### src/pds_pkg.sv
// shared types and constants for the proper divisor sum block
package pds_pkg;

    localparam int unsigned DefTableDepth = 65536;
    localparam int unsigned CountW        = 17;

    localparam logic ReqLoad    = 1'b0;
    localparam logic ReqCompute = 1'b1;

    typedef struct packed {
        logic        req_type;
        logic [15:0] entry_index;
        logic [31:0] prime_value;
        logic [63:0] number;
    } t_in_item;

    typedef struct packed {
        logic [63:0] number_echo;
        logic [63:0] divisor_sum;
        logic        wrapped;
    } t_out_item;

    typedef struct packed {
        logic        start;
        logic [63:0] dividend;
        logic [31:0] divisor;
    } t_div_req;

    typedef struct packed {
        logic        done;
        logic [63:0] quotient;
        logic [31:0] remainder;
    } t_div_rsp;

    typedef struct packed {
        logic        start;
        logic [63:0] a;
        logic [63:0] b;
    } t_mul_req;

    typedef struct packed {
        logic        done;
        logic [63:0] product;
        logic        ovf;
    } t_mul_rsp;

endpackage

### src/pds_multiplier.sv
// 64 by 64 multiplier over four 32x32 partial products, with overflow detect
module pds_multiplier
    import pds_pkg::*;
(
    input  logic     i_clk,
    input  logic     i_rst_n,
    input  t_mul_req i_req,
    output t_mul_rsp o_rsp
);

    logic [2:0]   r_step, n_step;
    logic         r_busy, n_busy;
    logic         r_done, n_done;
    logic [63:0]  r_a, n_a, r_b, n_b;
    logic [127:0] r_acc, n_acc;
    logic [63:0]  r_pp;
    logic [31:0]  op_a, op_b;
    logic [127:0] pp_sh;

    always_comb begin
        op_a = r_step[0] ? r_a[63:32] : r_a[31:0];
        op_b = r_step[1] ? r_b[63:32] : r_b[31:0];
    end

    always_comb begin
        n_step = r_step;
        n_busy = r_busy;
        n_done = 1'b0;
        n_a    = r_a;
        n_b    = r_b;
        n_acc  = r_acc;
        // partial product of the previous step lands here
        case (r_step)
            3'd1:    pp_sh = {64'd0, r_pp};
            3'd2:    pp_sh = {32'd0, r_pp, 32'd0};
            3'd3:    pp_sh = {32'd0, r_pp, 32'd0};
            3'd4:    pp_sh = {r_pp, 64'd0};
            default: pp_sh = '0;
        endcase
        if (i_req.start) begin
            n_busy = 1'b1;
            n_step = 3'd0;
            n_a    = i_req.a;
            n_b    = i_req.b;
            n_acc  = '0;
        end else if (r_busy) begin
            n_acc  = r_acc + pp_sh;
            n_step = r_step + 3'd1;
            if (r_step == 3'd4) begin
                n_busy = 1'b0;
                n_done = 1'b1;
            end
        end
    end

    always_ff @(posedge i_clk) begin
        if (!i_rst_n) begin
            r_busy <= 1'b0;
            r_done <= 1'b0;
            r_step <= '0;
        end else begin
            r_busy <= n_busy;
            r_done <= n_done;
            r_step <= n_step;
        end
        r_a   <= n_a;
        r_b   <= n_b;
        r_acc <= n_acc;
        r_pp  <= op_a * op_b;
    end

    assign o_rsp.done    = r_done;
    assign o_rsp.product = r_acc[63:0];
    assign o_rsp.ovf     = |r_acc[127:64];

endmodule

### config.mk
export PLATFORM = sky130hd
export DESIGN_NAME = pds_multiplier
export DESIGN_NICKNAME = d
export VERILOG_FILES = /design/src/pds_pkg.sv /design/src/pds_multiplier.sv
export SDC_FILE = /design/constraint.sdc
export NUM_CORES = 2
export LEC_CHECK = 0
export ABC_AREA = 1
export BUFFER_PORTS_ARGS = -buffer_cell sky130_fd_sc_hd__buf_2
export CORE_ASPECT_RATIO = 0.8
export CORE_UTILIZATION = 42
export CTS_CLUSTER_SIZE = 30
export DETAILED_ROUTE_END_ITERATION = 8
export SETUP_SLACK_MARGIN = 0.05
export SKIP_LAST_GASP = 1
export SLEW_MARGIN = 20
export SYNTH_ARGS = -nofsm -noshare
export SYNTH_HDL_FRONTEND = slang
export SYNTH_SLANG_ARGS = --single-unit
### constraint.sdc
create_clock -name i_clk -period 16.85 [get_ports i_clk]
set_clock_uncertainty 0.15 [all_clocks]
set_input_delay 0.8425 -clock i_clk [delete_from_list [all_inputs] [get_ports i_clk]]
set_output_delay 0.8425 -clock i_clk [all_outputs]
set_load 0.005 [all_outputs]
==> flow_metrics.py <==
metrics = {
    "synthesis": {
        "synthDominantAreaCellType": "sky130_fd_sc_hd__fa_1",
        "ys.flop_type": "sky130_fd_sc_hd__dfxtp_1",
        "synth-edff-count": 128,
        "synth.avg_cell_area_um2": 6.994,
        "synth.net_count": 9943,
        "yosys-top-cells-count": "sky130_fd_sc_hd__nand2_1, sky130_fd_sc_hd__inv_1, sky130_fd_sc_hd__nor2_1, sky130_fd_sc_hd__fa_1, sky130_fd_sc_hd__ha_1",
        "async_flop_share": 0,
        "synth.yosys.warnings": 0,
        "most_frequently_used_cell_type_in_the_post_synthesis_netlist": "sky130_fd_sc_hd__nand2_1",
        "synth.yosys.seq_area_share": 0.1307,
        "postSynthRegisterBits": 325,
        "netlist.area_leader.share": 0.3014,
        "synth_area_um2": 59590,
        "ys_top_cells_by_area": "sky130_fd_sc_hd__fa_1, sky130_fd_sc_hd__nand2_1, sky130_fd_sc_hd__inv_1",
        "postSynthCellCount": 8520,
        "yosysUniqueCellTypes": 48,
    },
    "grt": {
        "grt.overflow.total": 0,
        "global_route_wire_length_before_repair_um": 380300,
        "grt_max_degree": 66,
        "groute.usage.overall": 0.3701,
        "grt_pass1_vias": 54080,
        "antenna_found_initial": 11,
    },
    "worst_setup_path": {
        "critical_path.reg2reg.startpoint": "r_step[0]$_SDFFE_PP0P_",
        "crit_type": "flip-flop to flip-flop",
        "reg2reg_setup_slack_ns": 7.11,
        "worstPathArrival_ns": 10.17,
        "startpoint": "r_step[0]$_SDFFE_PP0P_",
        "setup.worst_path.end_class": "flip-flop",
        "crit_top_cell": "sky130_fd_sc_hd__fa_1",
        "critical_path.startpoint_type": "flip-flop",
        "critical_path.slowest_cell": "sky130_fd_sc_hd__clkinv_1",
        "critPathRequiredTime_ns": 17.27,
        "crit_path_max_fanout": 36,
        "cp_slowest_stage_delay_ns": 1.06,
    },
    "cts": {
        "cts_max_level": 2,
        "max_buffers_root_to_sink": 3,
        "cts.root.buffer_cell": "sky130_fd_sc_hd__clkbuf_16",
        "tritoncts": "done",
        "insertion_delay_ns": 0.68,
        "worst_setup_hold_path_clk_slew_ns": 0.07,
        "cts_buffers": 45,
        "postCtsResizedCells": 0,
        "ctsHoldBuffers": 0,
        "post_cts.repair.setup_buffers": 0,
        "numClockSinks": 325,
    },
    "timing": {
        "timing_hold_violations_final": 0,
        "totalNegativeSetupSlack_ns": 0,
        "grt_setup_unrepaired": "no",
        "post-route-min-period_ns": 9.743,
        "finalMaxSlewViolations": 0,
        "timing.fmax_ghz": 0.1026,
        "fin_worst_hold_slack_ns": 0.1833,
        "setup_viol": 0,
        "slew_headroom": 0.1525,
        "worst_pin_slew_ns": 1.270,
        "share_of_the_clock_period_used_by_the_worst_path": 0.5782,
    },
    "detailed_routing": {
        "met2_wirelength_um": 97610,
        "dr.pass1.iters": 9,
        "finalWirelength_um": 265200,
        "topRoutingLayerUsed": "met5",
        "drt_iter0_drc": 6446,
        "met3_length_um": 34760,
        "remaining_antenna_violation_count_after_routing": 0,
        "vias_per_cell": 5.256,
        "route.vias.total": 55020,
        "drc": 0,
        "wl_per_cell_um": 25.33,
        "routedLengthMet1_um": 124700,
    },
    "place": {
        "gpl.final_weighted_congestion": 1.055,
        "post-dp-hpwl_um": 223700,
        "place_area_um2": 62280,
        "place.port_buffers": 196,
    },
    "layout": {
        "drive_above_1_share": 0.07565,
        "fin_nets": 9979,
        "antennaDiodeCount": 0,
        "fillers": 14890,
        "finish.instance_area_um2": 63800,
        "final_core_utilization": 0.4536,
        "flow.area_growth_from_synthesis_pct": 7.068,
    },
    "worst_hold_path": {
        "class_of_the_tightest_hold_or_removal_check": "input port to flip-flop",
        "hold_start": "i_req[123]",
    },
    "die": {
        "start_util": 0.4236,
        "die-area_um2": 143400,
        "die_width_um": 423.1,
        "ioPinCount": 197,
        "placementRows": 123,
        "core-area_um2": 140700,
        "die_y_um": 338.9,
    },
    "flow_run": {
        "max-cap-violations": 0,
    },
    "status": {
        "status": "finished clean",
    },
}
==> state kept, by name, summed over array words and instances, names as in the netlist <==
register / flops
r_pp: 64
r_a: 64
r_done: 1
r_step: 3
r_busy: 1
r_b: 64
r_acc: 128
==> stage by stage <==
stage | cells | setup slack, ns
2_1_floorplan | 8520 | 9.593
3_3_place_gp | 10380 | 7.556
3_5_place_dp | 10380 | 7.592
4_1_cts | 10470 | 7.565
5_1_grt | 10470 | 6.784
6_report | 10470 | 7.107
==> cells by family (layout without fill, tap and decap cells) <==
kind of cell / count (synthesis) / after routing / share of synthesized area
fa+ha+maj: 1292 / 1292 / 0.3843
simple gates: 3816 / 3816 / 0.2582
buf+inv: 2445 / 2517 / 0.1598
compound gates: 526 / 526 / 0.04997
flops: 325 / 325 / 0.1307
xor+xnor: 116 / 116 / 0.01705
==> worst max-delay path: cells and delay by family (launching register included) <==
family	cells	cell delay (ns)
adders and majority gates	9	4.20
DFF	1	0.33
buffers and inverters	8	1.86
and+or+nand+nor	8	1.71
AOI/OAI and AO/OA	4	1.32
==> routing by layer <==
| layer | vias up | global-route usage |
|---|---|---|
| met2 | 2872 | 0.4803 |
| met5 | - | 0 |
| met1 | 26800 | 0.5696 |
| li1 | 24890 | - |
| met3 | 433 | 0.1283 |
| met4 | 22 | 0.09461 |
==> placed cells by master (no fill, tap or decap), types with 128 or more instances in the layout <==
cell / n
sky130_fd_sc_hd__nand2_1: 2125
sky130_fd_sc_hd__inv_1: 2095
sky130_fd_sc_hd__nor2_1: 1234
sky130_fd_sc_hd__fa_1: 897
sky130_fd_sc_hd__ha_1: 395
sky130_fd_sc_hd__a21oi_1: 203
sky130_fd_sc_hd__buf_2: 195
sky130_fd_sc_hd__dfxtp_1: 194
sky130_fd_sc_hd__nand3_1: 172
sky130_fd_sc_hd__edfxtp_1: 128
==> path summary, 6_finish.rpt <==
| kind | to | depth (start not counted) |
|---|---|---|
| max | r_pp[56]$_DFF_P_ | 29 |
| min reg2reg | r_step[2]$_SDFFE_PP0P_ | 2 |
| min | r_a[59]$_DFFE_PP_ | 1 |
| max reg2reg | r_pp[56]$_DFF_P_ | 29 |
==> cell type report <==
type / count / area [um2] / area share
Multi-Input combinational cell: 5750 / 42420 / 0.6650
Inverter: 2152 / 8079 / 0.1266
Sequential cell: 325 / 7794 / 0.1222
Tap cell: 1875 / 2346 / 0.03677
Timing Repair Buffer: 282 / 1637 / 0.02565
Clock buffer: 55 / 1235 / 0.01936
Clock inverter: 28 / 285.3 / 0.004471
Power is not shown: default switching activity piles up to over one toggle a cycle in this logic, so the estimate is an artifact.
