File: config.mk
export PLATFORM = sky130hd
export DESIGN_NAME = pds_divider
export DESIGN_NICKNAME = d
export VERILOG_FILES = /design/src/pds_pkg.sv /design/src/pds_divider.sv
export SDC_FILE = /design/constraint.sdc
export NUM_CORES = 1
export LEC_CHECK = 0
export BUFFER_PORTS_ARGS = -buffer_cell sky130_fd_sc_hd__buf_2
export CAP_MARGIN = 20
export CORE_ASPECT_RATIO = 1.25
export CORE_MARGIN = 4
export CORE_UTILIZATION = 30
export DETAILED_ROUTE_END_ITERATION = 8
export GPL_ROUTABILITY_DRIVEN = 0
export HOLD_SLACK_MARGIN = 0.12
export PLACE_DENSITY_LB_ADDON = 0.25
export SYNTH_ARGS = -nofsm -noshare
export SYNTH_HDL_FRONTEND = slang
export SYNTH_SLANG_ARGS = --single-unit
File: constraint.sdc
create_clock -name i_clk -period 11.7 [get_ports i_clk]
set_clock_uncertainty 0.2 [all_clocks]
set_input_delay 3.51 -clock i_clk [delete_from_list [all_inputs] [get_ports i_clk]]
set_output_delay 3.51 -clock i_clk [all_outputs]
set_load 0.005 [all_outputs]
File: src/pds_pkg.sv
// shared types and constants for the proper divisor sum block
package pds_pkg;

    localparam int unsigned DefTableDepth = 65536;
    localparam int unsigned CountW        = 17;

    localparam logic ReqLoad    = 1'b0;
    localparam logic ReqCompute = 1'b1;

    typedef struct packed {
        logic        req_type;
        logic [15:0] entry_index;
        logic [31:0] prime_value;
        logic [63:0] number;
    } t_in_item;

    typedef struct packed {
        logic [63:0] number_echo;
        logic [63:0] divisor_sum;
        logic        wrapped;
    } t_out_item;

    typedef struct packed {
        logic        start;
        logic [63:0] dividend;
        logic [31:0] divisor;
    } t_div_req;

    typedef struct packed {
        logic        done;
        logic [63:0] quotient;
        logic [31:0] remainder;
    } t_div_rsp;

    typedef struct packed {
        logic        start;
        logic [63:0] a;
        logic [63:0] b;
    } t_mul_req;

    typedef struct packed {
        logic        done;
        logic [63:0] product;
        logic        ovf;
    } t_mul_rsp;

endpackage

File: src/pds_divider.sv
// radix-2 restoring divider, 64-bit dividend by 32-bit divisor, one bit a cycle
module pds_divider
    import pds_pkg::*;
(
    input  logic     i_clk,
    input  logic     i_rst_n,
    input  t_div_req i_req,
    output t_div_rsp o_rsp
);

    logic        r_busy, n_busy;
    logic [6:0]  r_cnt, n_cnt;
    logic [63:0] r_quo, n_quo;
    logic [31:0] r_rem, n_rem;
    logic [31:0] r_dvs, n_dvs;
    logic        r_done, n_done;
    logic [32:0] shifted;
    logic [33:0] diff;

    always_comb begin
        n_busy  = r_busy;
        n_cnt   = r_cnt;
        n_quo   = r_quo;
        n_rem   = r_rem;
        n_dvs   = r_dvs;
        n_done  = 1'b0;
        shifted = {r_rem, r_quo[63]};
        diff    = {1'b0, shifted} - {2'b00, r_dvs};
        if (i_req.start) begin
            n_busy = 1'b1;
            n_cnt  = 7'd0;
            n_quo  = i_req.dividend;
            n_rem  = '0;
            n_dvs  = i_req.divisor;
        end else if (r_busy) begin
            if (!diff[33]) begin
                n_rem = diff[31:0];
                n_quo = {r_quo[62:0], 1'b1};
            end else begin
                n_rem = shifted[31:0];
                n_quo = {r_quo[62:0], 1'b0};
            end
            n_cnt = r_cnt + 7'd1;
            if (r_cnt == 7'd63) begin
                n_busy = 1'b0;
                n_done = 1'b1;
            end
        end
    end

    always_ff @(posedge i_clk) begin
        if (!i_rst_n) begin
            r_busy <= 1'b0;
            r_done <= 1'b0;
            r_cnt  <= '0;
        end else begin
            r_busy <= n_busy;
            r_done <= n_done;
            r_cnt  <= n_cnt;
        end
        r_quo <= n_quo;
        r_rem <= n_rem;
        r_dvs <= n_dvs;
    end

    assign o_rsp.done      = r_done;
    assign o_rsp.quotient  = r_quo;
    assign o_rsp.remainder = r_rem;

endmodule

==> results_dict.tcl, run 1 <==
set metrics [dict create \
    outcome "completed" \
    clock_sink_count 137 \
    final-instance-count-excl-fill 1119 \
    commonest_non_fill_non_tap_cells_in_the_layout "buf_2, edfxtp_1, mux2_2, nand2_1, nor2_1" \
    grt.met1_usage_pct 17.30 \
    cts_buffer_depth 2 \
    cts_buffers 17 \
    via_per_inst 4.934 \
    wp_data_required_ns 11.54 \
    antenna_violations_before_repair 3 \
    layout-area-overhead-vs-synth_pct 26.04 \
    finalSetupViolations 0 \
    syn_nets 760 \
    yosys_top_cell_area_share_pct 40.54 \
    port_buffers 195 \
    crit_path_start_kind "input port" \
    most_common_library_cell_in_the_layout_ignoring_fill_and_taps "buf_2" \
    grt_remaining_overflow 0 \
    worst_min_path_class "reg2reg" \
    async_reset_ff_share_pct 0 \
    globalRoute.busiestLayer "met2" \
    m2_gr_usage_pct 24.16 \
    holdBufCountCts 0 \
    crit_top_cell "buf_4" \
    globalRouteTotalUtil_pct 14.43 \
    cts_post_setup_buffers_inserted 0 \
    post_cts_resized 0 \
    global_route.usage.met3_pct 5.560 \
    grt_max_degree 65 \
    synthesis.area_mm2 0.007111 \
    final_min_period_over_clock_period_pct 46.90 \
    cts_tree "yes" \
    cts.htree.levels 4 \
    synth.lib_cells_used.distinct 59 \
    rrSetupSlack_ns 8.02 \
    power_report.internal_total_w 0.001017 \
    finalNetCount 950 \
    global_route_wire_length_before_repair_mm 30.48 \
    cp-end-kind "flip-flop" \
    dp.cells 1086 \
    clock_power_share_pct 40.8 \
    ys_dominant_reg_cell "edfxtp_1" \
    synth_cells 627 \
    powerDensity_mw_per_mm2 155.5 \
    routed-via-count 5521 \
    drt-wirelength-per-cell_um 16.92 \
    period_needed_ns 5.487 \
    p_leak_nw 3.814 \
    routed_wl_mm 18.94 \
    max_slew.worst_pin.slew_ns 0.8330 \
    finalHoldViolCount 0 \
    route.antenna.remaining_nets 0 \
    switching_share_of_total_power_pct 27.01 \
    sequentialPowerShare_pct 42.7 \
    floorplan.die.height_um 180.1 \
    maximum_ir_drop_on_the_vdd_rail_v 0.00007885 \
    core_area_mm2 0.02319 \
    final-max-slew-violation-count 0 \
    critical_path.max_fanout 64 \
    cpMaxStageDelayCell "buf_4" \
    path_cells "buf_4 > nor2_1 > inv_2 > buf_4" \
    final_core_util_pct 38.64 \
    ys_top_cells_by_area "edfxtp_1, dfxtp_1, mux2_2" \
    postSynthAreaPerCell_um2 11.34 \
    rsz0062_at_grt "no" \
    die_area_mm2 0.02624 \
    path_class "in2reg" \
    synth-seq-area-share_pct 52.09 \
    initial_core_util_pct 30.66 \
    clockRootBuffer "clkbuf_16" \
    post_route_cells_drive_above_1_share_pct 36.63 \
    clock_latency_ns 0.41 \
    synth_enable_flop_cells 96 \
    clk_pin_slew_ns 0.06 \
    whs_ns 0.2756 \
    number_of_top_level_pins 196 \
    setup_total_negative_slack_ns 0 \
    chip_width_um 145.7 \
    cpPeakStageDelay_ns 0.64 \
    place_hpwl_mm 13.92 \
    drt_drc_violations_left 0 \
    fp-row-count 62 \
    first_global_vias 5686 \
    power_frac_comb_pct 16.5 \
    max_slew_headroom_pct 44.47 \
    net-switching-power_w 0.0003766 \
    critical_path_arrival_ns 5.33 \
    synth.ff_latch_count 137 \
    detailedRoute.firstPassIterationCount 4 \
    drt_first_iter_violations 209 \
    fmax_mhz 182.2 \
    drv.max_cap_violation_count 0 \
    yosys_warnings 0 \
    yosys.area.top_type "edfxtp_1" \
]
## synthesized netlist by cell type, types with 3 or more instances
master    number
and3_1         6
a211oi_1       4
o21bai_1       3
edfxtp_1      96
xor2_1        10
mux2i_1        9
nand2_1       65
a31oi_1        4
nor2_1        44
buf_4          5
nand4_1        8
ha_1          33
inv_1         39
a311oi_1      18
a221oi_1       3
dfxtp_1       41
nand2b_1       6
a21oi_1       36
o21a_1         4
a32oi_1        3
o311ai_0       3
o21ai_0       22
nor2b_1        4
mux2_2        65
nand3_1        8
a21o_1        12
clkbuf_1      18
xnor2_1       18
## metal layers
layer	routed length, µm	up-vias
met2	9170	176
li1	-	2715
met1	7868	2608
met5	21	-
met4	248	4
met3	1629	18
## worst max-delay path: cells and delay by family
kind / cells / cell delay, ns
and+or+nand+nor: 1 / 0.39
buffers and inverters: 3 / 1.29
## per-stage QoR
step | area, µm² | setup slack, ns | power, W
floorplan | 7111 | 5.499 | 0.0007477
finish | 8962 | 6.213 | 0.001394
CTS | 8960 | 6.185 | 0.001416
global route | 8962 | 6.071 | 0.001470
detailed placement | 8344 | 5.730 | 0.0008381
global placement | 8344 | 5.748 | 0.0008371
## registers in the layout (all words and copies together) (netlist names)
signal	count
r_done	1
r_dvs	32
r_rem	32
r_cnt	7
r_quo	64
r_busy	1
## power by group through the flow
stage | logic (W) | registers [W] | clock network [W]
2_1_floorplan | 0.000147 | 0.000601 | 0
3_3_place_gp | 0.000231 | 0.000606 | 0
3_5_place_dp | 0.000233 | 0.000605 | 0
4_1_cts | 0.000233 | 0.000596 | 0.000587
5_1_grt | 0.000258 | 0.000601 | 0.000611
6_report | 0.000230 | 0.000595 | 0.000569
## cell type report
type | instances | area (µm²)
Tap cell | 288 | 360.3
Fill cell | 2281 | 14230
Timing Repair Buffer | 198 | 1001
Inverter | 39 | 146.4
Sequential cell | 137 | 3705
Clock buffer | 18 | 429.2
Multi-Input combinational cell | 424 | 3132
Clock inverter | 14 | 186.4
Antenna cell | 1 | 2.502
## cell families (layout without fill, tap and decap cells)
family / Yosys count / after routing / synth area share [%]
AND/OR/NAND/NOR: 153 / 153 / 9.537
flip-flops: 137 / 137 / 52.09
AO/OA/AOI/OAI: 135 / 135 / 13.41
multiplexers: 74 / 74 / 11.56
buffers and inverters: 66 / 269 / 3.871
adder cells (fa/ha/maj): 34 / 34 / 6.088
XOR/XNOR: 28 / 28 / 3.449
other: 0 / 1 / 0
## worst paths after layout
kind                            cells after the start             startpoint                     end
worst max-delay path                                4              i_req[96]      r_quo[9]$_DFFE_PP_
worst min-delay path                                1  r_cnt[6]$_SDFFE_PP0P_       r_done$_SDFF_PP0_
worst max register to register                     10  r_rem[7]$_SDFFE_PP0P_  r_rem[11]$_SDFFE_PP0P_
worst min register to register                      1  r_cnt[6]$_SDFFE_PP0P_       r_done$_SDFF_PP0_
No activity file was read; power rests on OpenSTA's default activity.
==> run 2: changes to the inputs <==
--- a/config.mk
+++ b/config.mk
@@ -5,6 +5,7 @@
 export SDC_FILE = /design/constraint.sdc
 export NUM_CORES = 1
 export LEC_CHECK = 0
+export ABC_AREA = 1
 export BUFFER_PORTS_ARGS = -buffer_cell sky130_fd_sc_hd__buf_2
 export CAP_MARGIN = 20
 export CORE_ASPECT_RATIO = 1.25
==> constraint.sdc (replaced) <==
create_clock -name i_clk -period 5 [get_ports i_clk]
set_clock_uncertainty 0.2 [all_clocks]
set_input_delay 1.5 -clock i_clk [delete_from_list [all_inputs] [get_ports i_clk]]
set_output_delay 1.5 -clock i_clk [all_outputs]
set_load 0.005 [all_outputs]
==> run 2 against run 1 <==
Effect of this change:
- clock-buffer cell count rose by 1
- critical path depth did not move
- via count up 39%
- critical endpoint is now r_quo[0]$_DFFE_PP_
- setup slack got worse by 4.2 ns
- utilization is 1.1 points lower
- final cell count increased by 51%
- combinational power is 47% higher
- synthesized cell count grew 82%
- wire length is 33% higher
- sequential share of layout area shrank 4.8 points
- hold slack gained 0.0090 ns
- sequential power rose by 130%
==> results_dict.tcl, run 2 <==
set metrics [dict create \
    finalSetupViolations 0 \
    synth.lib_cells_used.distinct 37 \
    yosys.area.top_type "edfxtp_1" \
    synth_most_common_cell "nand2_1" \
    ys_top_cells_by_area "edfxtp_1, nand2_1, dfxtp_1" \
    routed_wl_mm 25.16 \
    commonest_non_fill_non_tap_cells_in_the_layout "nand2_1, buf_2, inv_1" \
    power_report.internal_total_w 0.002130 \
    final-max-slew-violation-count 0 \
    antenna_cells 0 \
    final_min_period_over_clock_period_pct 59.72 \
    port_buffers 195 \
    setup_total_negative_slack_ns 0 \
    grt_max_degree 65 \
    synth_cells 1144 \
    p_leak_nw 5.493 \
    net-switching-power_w 0.0007861 \
    yosys_warnings 0 \
    ys_dominant_reg_cell "edfxtp_1" \
    clock_latency_ns 0.43 \
    outcome "completed" \
    maximum_ir_drop_on_the_vdd_rail_v 0.0001940 \
    clock_sink_count 137 \
    cpPeakStageDelay_ns 0.72 \
    place_hpwl_mm 19.35 \
    core_area_mm2 0.02699 \
    max_reg_flops 64 \
    drt-wirelength-per-cell_um 14.87 \
    synthesis.area_mm2 0.008290 \
    period_needed_ns 2.986 \
    regMostFlops "r_quo" \
    cts_buffer_depth 2 \
    fmax_mhz 334.9 \
    cts_tree "yes" \
    crit_top_cell "buf_4" \
    synth-seq-area-share_pct 44.67 \
    finalHoldViolCount 0 \
    cts.htree.levels 4 \
    most_common_library_cell_in_the_layout_ignoring_fill_and_taps "nand2_1" \
    syn_nets 1277 \
    whs_ns 0.2846 \
    postSynthAreaPerCell_um2 7.247 \
    switching_share_of_total_power_pct 26.95 \
    post_cts_resized 0 \
    cp-end-kind "flip-flop" \
    layout-area-overhead-vs-synth_pct 22.34 \
    fp-row-count 67 \
    clock_power_share_pct 41.8 \
    antenna_violations_before_repair 2 \
    detailedRoute.firstPassIterationCount 5 \
    holdBufCountCts 0 \
    critical_path.max_fanout 55 \
    route.antenna.remaining_nets 0 \
    crit_path_start_kind "input port" \
    power_frac_comb_pct 11.6 \
    drt_first_iter_violations 380 \
    cpMaxStageDelayCell "inv_2" \
    yosys_top_cell_area_share_pct 34.77 \
    drt_drc_violations_left 0 \
    global_route_wire_length_before_repair_mm 40.59 \
    rsz0062_at_grt "no" \
    fill_cells 2960 \
    floorplan.die.height_um 193.9 \
    reg.largest.list "r_quo (64), r_dvs (32), r_rem (32)" \
    wp_data_required_ns 4.95 \
    max_slew.worst_pin.slew_ns 0.9065 \
    path_class "in2reg" \
    chip_width_um 156.7 \
    post_route_cells_drive_above_1_share_pct 19.67 \
    max_slew_headroom_pct 39.48 \
    worst_min_path_class "reg2reg" \
    finalNetCount 1467 \
    initial_core_util_pct 30.71 \
    sequentialPowerShare_pct 46.6 \
    cts_post_setup_buffers_inserted 0 \
    synth.top_cells.by_count "nand2_1, inv_1, edfxtp_1" \
    drv.max_cap_violation_count 0 \
    powerDensity_mw_per_mm2 287.6 \
    async_reset_ff_share_pct 0 \
    routed-via-count 7674 \
    first_global_vias 7840 \
    clockRootBuffer "clkbuf_16" \
    die_area_mm2 0.03038 \
    synth.ff_latch_count 137 \
    globalRouteTotalUtil_pct 16.83 \
    path_cells "buf_4 > inv_2 > buf_4 > a31oi_1" \
    synth_enable_flop_cells 96 \
    grt_remaining_overflow 0 \
    via_per_inst 4.535 \
    cts_buffers 17 \
    number_of_top_level_pins 196 \
    clk_pin_slew_ns 0.06 \
    critical_path_arrival_ns 2.94 \
]
## run 2: through the flow
step | utilization [%] | instance area [µm²] | total power [W] | worst slack (ns) | std cells
after global routing | 37.57 | 10140 | 0.003047 | 1.846 | 1692
final | 37.57 | 10140 | 0.002916 | 2.014 | 1692
after detailed placement | 35.53 | 9590 | 0.001726 | 1.529 | 1660
after floorplan | - | 8290 | 0.001551 | 0.7401 | 1144
after CTS | 37.57 | 10140 | 0.002960 | 1.988 | 1692
after global placement | 35.53 | 9590 | 0.001726 | 1.569 | 1660
## run 2: cell families after synthesis
kind of cell,synth area share (%)
adder cells (fa/ha/maj),5.222
AO/OA/AOI/OAI,3.260
XOR/XNOR,1.690
flip-flops,44.67
AND/OR/NAND/NOR,34.38
buffers and inverters,10.78
## run 2: per-layer routing
| layer | global-route usage [%] | up-vias | share of wire, % |
|---|---|---|---|
| met4 | 5.434 | 4 | 2.5 |
| met5 | 0 | - | 0.083 |
| met2 | 29.36 | 243 | 50 |
| met3 | 4.666 | 44 | 6.5 |
| met1 | 19.82 | 3457 | 41 |
| li1 | - | 3926 | - |
## run 2: worst paths after layout
path / slack, ns / to / from / cells past startpoint
worst max-delay path: 2.01 / r_quo[0]$_DFFE_PP_ / i_req[96] / 4
worst min-delay path: 0.28 / r_done$_SDFF_PP0_ / r_cnt[6]$_SDFFE_PP0P_ / 1
worst min register to register: 0.28 / r_done$_SDFF_PP0_ / r_cnt[6]$_SDFFE_PP0P_ / 1
worst max register to register: 2.17 / r_rem[25]$_SDFFE_PP0P_ / r_rem[17]$_SDFFE_PP0P_ / 12
## run 2: worst max-delay path: cells and delay by family
| kind | cells | cell delay, ns |
|---|---|---|
| buf+inv | 3 | 1.30 |
| compound gates | 1 | 0.10 |
## run 2: area by class of cell
class | instances | area, µm² | share of cell area, %
Sequential cell | 137 | 3704 | 36.52
Multi-Input combinational cell | 781 | 3696 | 36.44
Timing Repair Buffer | 201 | 1023 | 10.09
Inverter | 196 | 735.7 | 7.254
Clock buffer | 19 | 432.9 | 4.268
Tap cell | 345 | 431.7 | 4.256
Clock inverter | 13 | 118.9 | 1.172
## run 2: power by group through the flow
stage          logic, W  registers [W]  clock network (W)
2_1_floorplan  0.000179        0.00137                  0
3_3_place_gp   0.000342        0.00138                  0
3_5_place_dp   0.000347        0.00138                  0
4_1_cts        0.000345        0.00136            0.00125
5_1_grt        0.000388        0.00137            0.00129
6_report       0.000339        0.00136            0.00122
==> run 3: changes to the inputs <==
--- a/config.mk
+++ b/config.mk
@@ -5,7 +5,7 @@
 export SDC_FILE = /design/constraint.sdc
 export NUM_CORES = 1
 export LEC_CHECK = 0
-export ABC_AREA = 1
+export ABC_AREA = 0
 export BUFFER_PORTS_ARGS = -buffer_cell sky130_fd_sc_hd__buf_2
 export CAP_MARGIN = 20
 export CORE_ASPECT_RATIO = 1.25
==> constraint.sdc (replaced) <==
create_clock -name i_clk -period 2.88 [get_ports i_clk]
set_clock_uncertainty 0.2 [all_clocks]
set_input_delay 0.864 -clock i_clk [delete_from_list [all_inputs] [get_ports i_clk]]
set_output_delay 0.864 -clock i_clk [all_outputs]
set_load 0.005 [all_outputs]
==> run 3 against run 2 <==
Effect of this change:
- the run now ends with negative setup slack left
- sequential cell count is the same
- die area shrank 14%
- clock power grew 89%
- wire length shrank 17%
- setup slack lost 2.1 ns
- final area shrank 0.35%
- utilization grew 6.0 points
==> results_dict.tcl, run 3 (same netlist as run 1, synthesis figures left out) <==
set metrics [dict create \
    outcome "complete, but fails checks" \
    violations "negative setup slack" \
    cpLargestDelayFamily "compound AO/OA/AOI/OAI gates" \
    first_global_vias 6128 \
    cpMaxStageDelayCell "a2111oi_4" \
    rsz0062_at_grt "yes" \
    chip_width_um 145.7 \
    wp_data_required_ns 3.02 \
    routed_wl_mm 20.84 \
    fmax_mhz 341.8 \
    antenna_cells 0 \
    maximum_ir_drop_on_the_vdd_rail_v 0.0003889 \
    cts.htree.levels 4 \
    post_route_design_area_mm2 0.01011 \
    r2r_start "r_dvs[6]$_DFFE_PP_" \
    antenna_violations_before_repair 2 \
    post_route_cells_drive_above_1_share_pct 48.97 \
    most_common_library_cell_in_the_layout_ignoring_fill_and_taps "buf_2" \
    detailedRoute.firstPassIterationCount 4 \
    r2r-end "r_rem[27]$_SDFFE_PP0P_" \
    cts_tree "yes" \
    path_class "reg2reg" \
    fp-row-count 62 \
    clock_sink_count 137 \
    floorplan.die.height_um 180.1 \
    finalNetCount 1039 \
    crit_path_start_kind "flip-flop" \
    period_needed_ns 2.925 \
    hold_path.startpoint "r_cnt[6]$_SDFFE_PP0P_" \
    drt_first_iter_violations 245 \
    path_cells "inv_1 > ha_4 > a21oi_1 > o211a_1 > a211oi_2 > a31oi_2 > a41oi_4 > buf_6 > a2111oi_4 > buf_4 > xnor2_2 > nand2_1 > a311oi_1" \
    placed_cell_area_mm2 0.009020 \
    final_critical_path_setup_slack_ns -0.04544 \
    holdPathStages 1 \
    rrSetupSlack_ns -0.05 \
    number_of_top_level_pins 196 \
    cp-end-kind "flip-flop" \
    die_area_mm2 0.02624 \
    clockRootBuffer "clkbuf_16" \
    final-max-slew-violation-count 0 \
    holdPathEnd "r_done$_SDFF_PP0_" \
    clock_latency_ns 0.44 \
    fill_cells 2211 \
    cts_buffer_depth 2 \
    path_depth 13 \
    max_slew_headroom_pct 44.24 \
    p_leak_nw 4.361 \
    drt_drc_violations_left 0 \
    critical_path.max_fanout 5 \
    regMostFlops "r_quo" \
    powerDensity_mw_per_mm2 589.4 \
    reg.largest.list "r_quo (64), r_dvs (32), r_rem (32)" \
    critPathBufInv 3 \
    whs_ns 0.2613 \
    finalSetupViolations 3 \
    via_per_inst 4.887 \
    worst_min_path_class "reg2reg" \
    clk_pin_slew_ns 0.06 \
    initial_core_util_pct 30.66 \
    ff_to_ff_path_depth 13 \
    final_min_period_over_clock_period_pct 101.6 \
    route.antenna.remaining_nets 0 \
    drt-wirelength-per-cell_um 17.27 \
    cpPeakStageDelay_ns 0.38 \
    cts_buffers 17 \
    critical_path_arrival_ns 3.07 \
    globalRouteTotalUtil_pct 15.40 \
    max_slew.worst_pin.slew_ns 0.8333 \
    layout-area-overhead-vs-synth_pct 42.14 \
    routed-via-count 5899 \
    finalHoldViolCount 0 \
    drv.max_cap_violation_count 0 \
    max_reg_flops 64 \
    core_area_mm2 0.02319 \
    port_buffers 195 \
    grt_remaining_overflow 0 \
    grt_max_degree 73 \
    commonest_non_fill_non_tap_cells_in_the_layout "buf_2, edfxtp_1, buf_4" \
    place_hpwl_mm 15.14 \
    global_route_wire_length_before_repair_mm 32.21 \
]
==> run 3: cell count changes in the layout (fill, tap and decap cells not counted), moves of 9 or more <==
cell	previous run	this run
a311oi_1	0	13
inv_1	182	33
nand2_1	504	61
nand3b_1	11	0
mux2i_1	0	9
nand3_1	85	7
a21o_1	0	12
buf_4	7	80
mux2_2	0	63
==> run 3: area by class of cell <==
type / instances / area [µm²] / share of cell area (%)
clock buffers: 17 / 425.4 / 4.209
clock inverters: 15 / 177.7 / 1.758
inverters: 39 / 150.1 / 1.486
multi-input cells: 425 / 3503 / 34.66
flip-flops and latches: 137 / 3705 / 36.66
well taps: 288 / 360.3 / 3.565
repair buffers: 286 / 1785 / 17.67
==> run 3: worst max path at each step <==
stage,to,from,slack [ns]
6_report,r_rem[27]$_SDFFE_PP0P_,r_dvs[6]$_DFFE_PP_,-0.05
5_1_grt,r_rem[27]$_SDFFE_PP0P_,r_dvs[8]$_DFFE_PP_,-0.16
4_1_cts,r_rem[27]$_SDFFE_PP0P_,r_dvs[8]$_DFFE_PP_,-0.007
3_5_place_dp,r_rem[27]$_SDFFE_PP0P_,r_dvs[8]$_DFFE_PP_,-0.38
3_3_place_gp,r_rem[27]$_SDFFE_PP0P_,r_dvs[8]$_DFFE_PP_,-0.40
2_1_floorplan,r_quo[0]$_DFFE_PP_,i_req[96],-0.01
==> run 3: per-layer routing <==
metal	share of wire, %	global-route usage, %
met5	0.038	0
met4	1.3	4.941
met3	8.7	6.390
met2	49	25.76
met1	41	17.94
==> run 3: power breakdown <==
group	total [W]	internal, W	switching, W
clock network	0.00231	0.00131	0.00100
registers	0.00240	0.00231	0.0000980
logic	0.00124	0.000627	0.000614
total	0.00596	0.00424	0.00171
==> run 3: stage by stage <==
step	setup WS [ns]	power [W]	utilization (%)	TNS (ns)	cells
finish	-0.04544	0.005958	43.58	-0.07220	1207
floorplan	-0.01277	0.003051	-	-0.8172	627
detailed placement	-0.3825	0.003565	38.89	-3.069	1165
global placement	-0.3970	0.003564	38.89	-2.503	1165
global route	-0.1603	0.006226	43.58	-3.009	1207
CTS	-0.007042	0.005944	42.45	-0.01119	1202
==> run 3: repair_timing <==
action | CTS | global route
cloned | 1 | 2
pin swaps | 15 | 37
gates resized for setup | 38 | 50
buffers inserted | 4 | 3
hold buffers | 0 | 0
endpoints found under the setup margin | 32 | 33
==> run 3: worst reg2reg max path, stage by stage (launching register included) <==
cell and delay, ns:
edfxtp_1 0.36, inv_1 0.10, ha_4 0.22, a21oi_1 0.13, o211a_1 0.16, a211oi_2 0.05
a31oi_2 0.29, a41oi_4 0.19, buf_6 0.17, a2111oi_4 0.38, buf_4 0.18, xnor2_2 0.10
nand2_1 0.06, a311oi_1 0.25
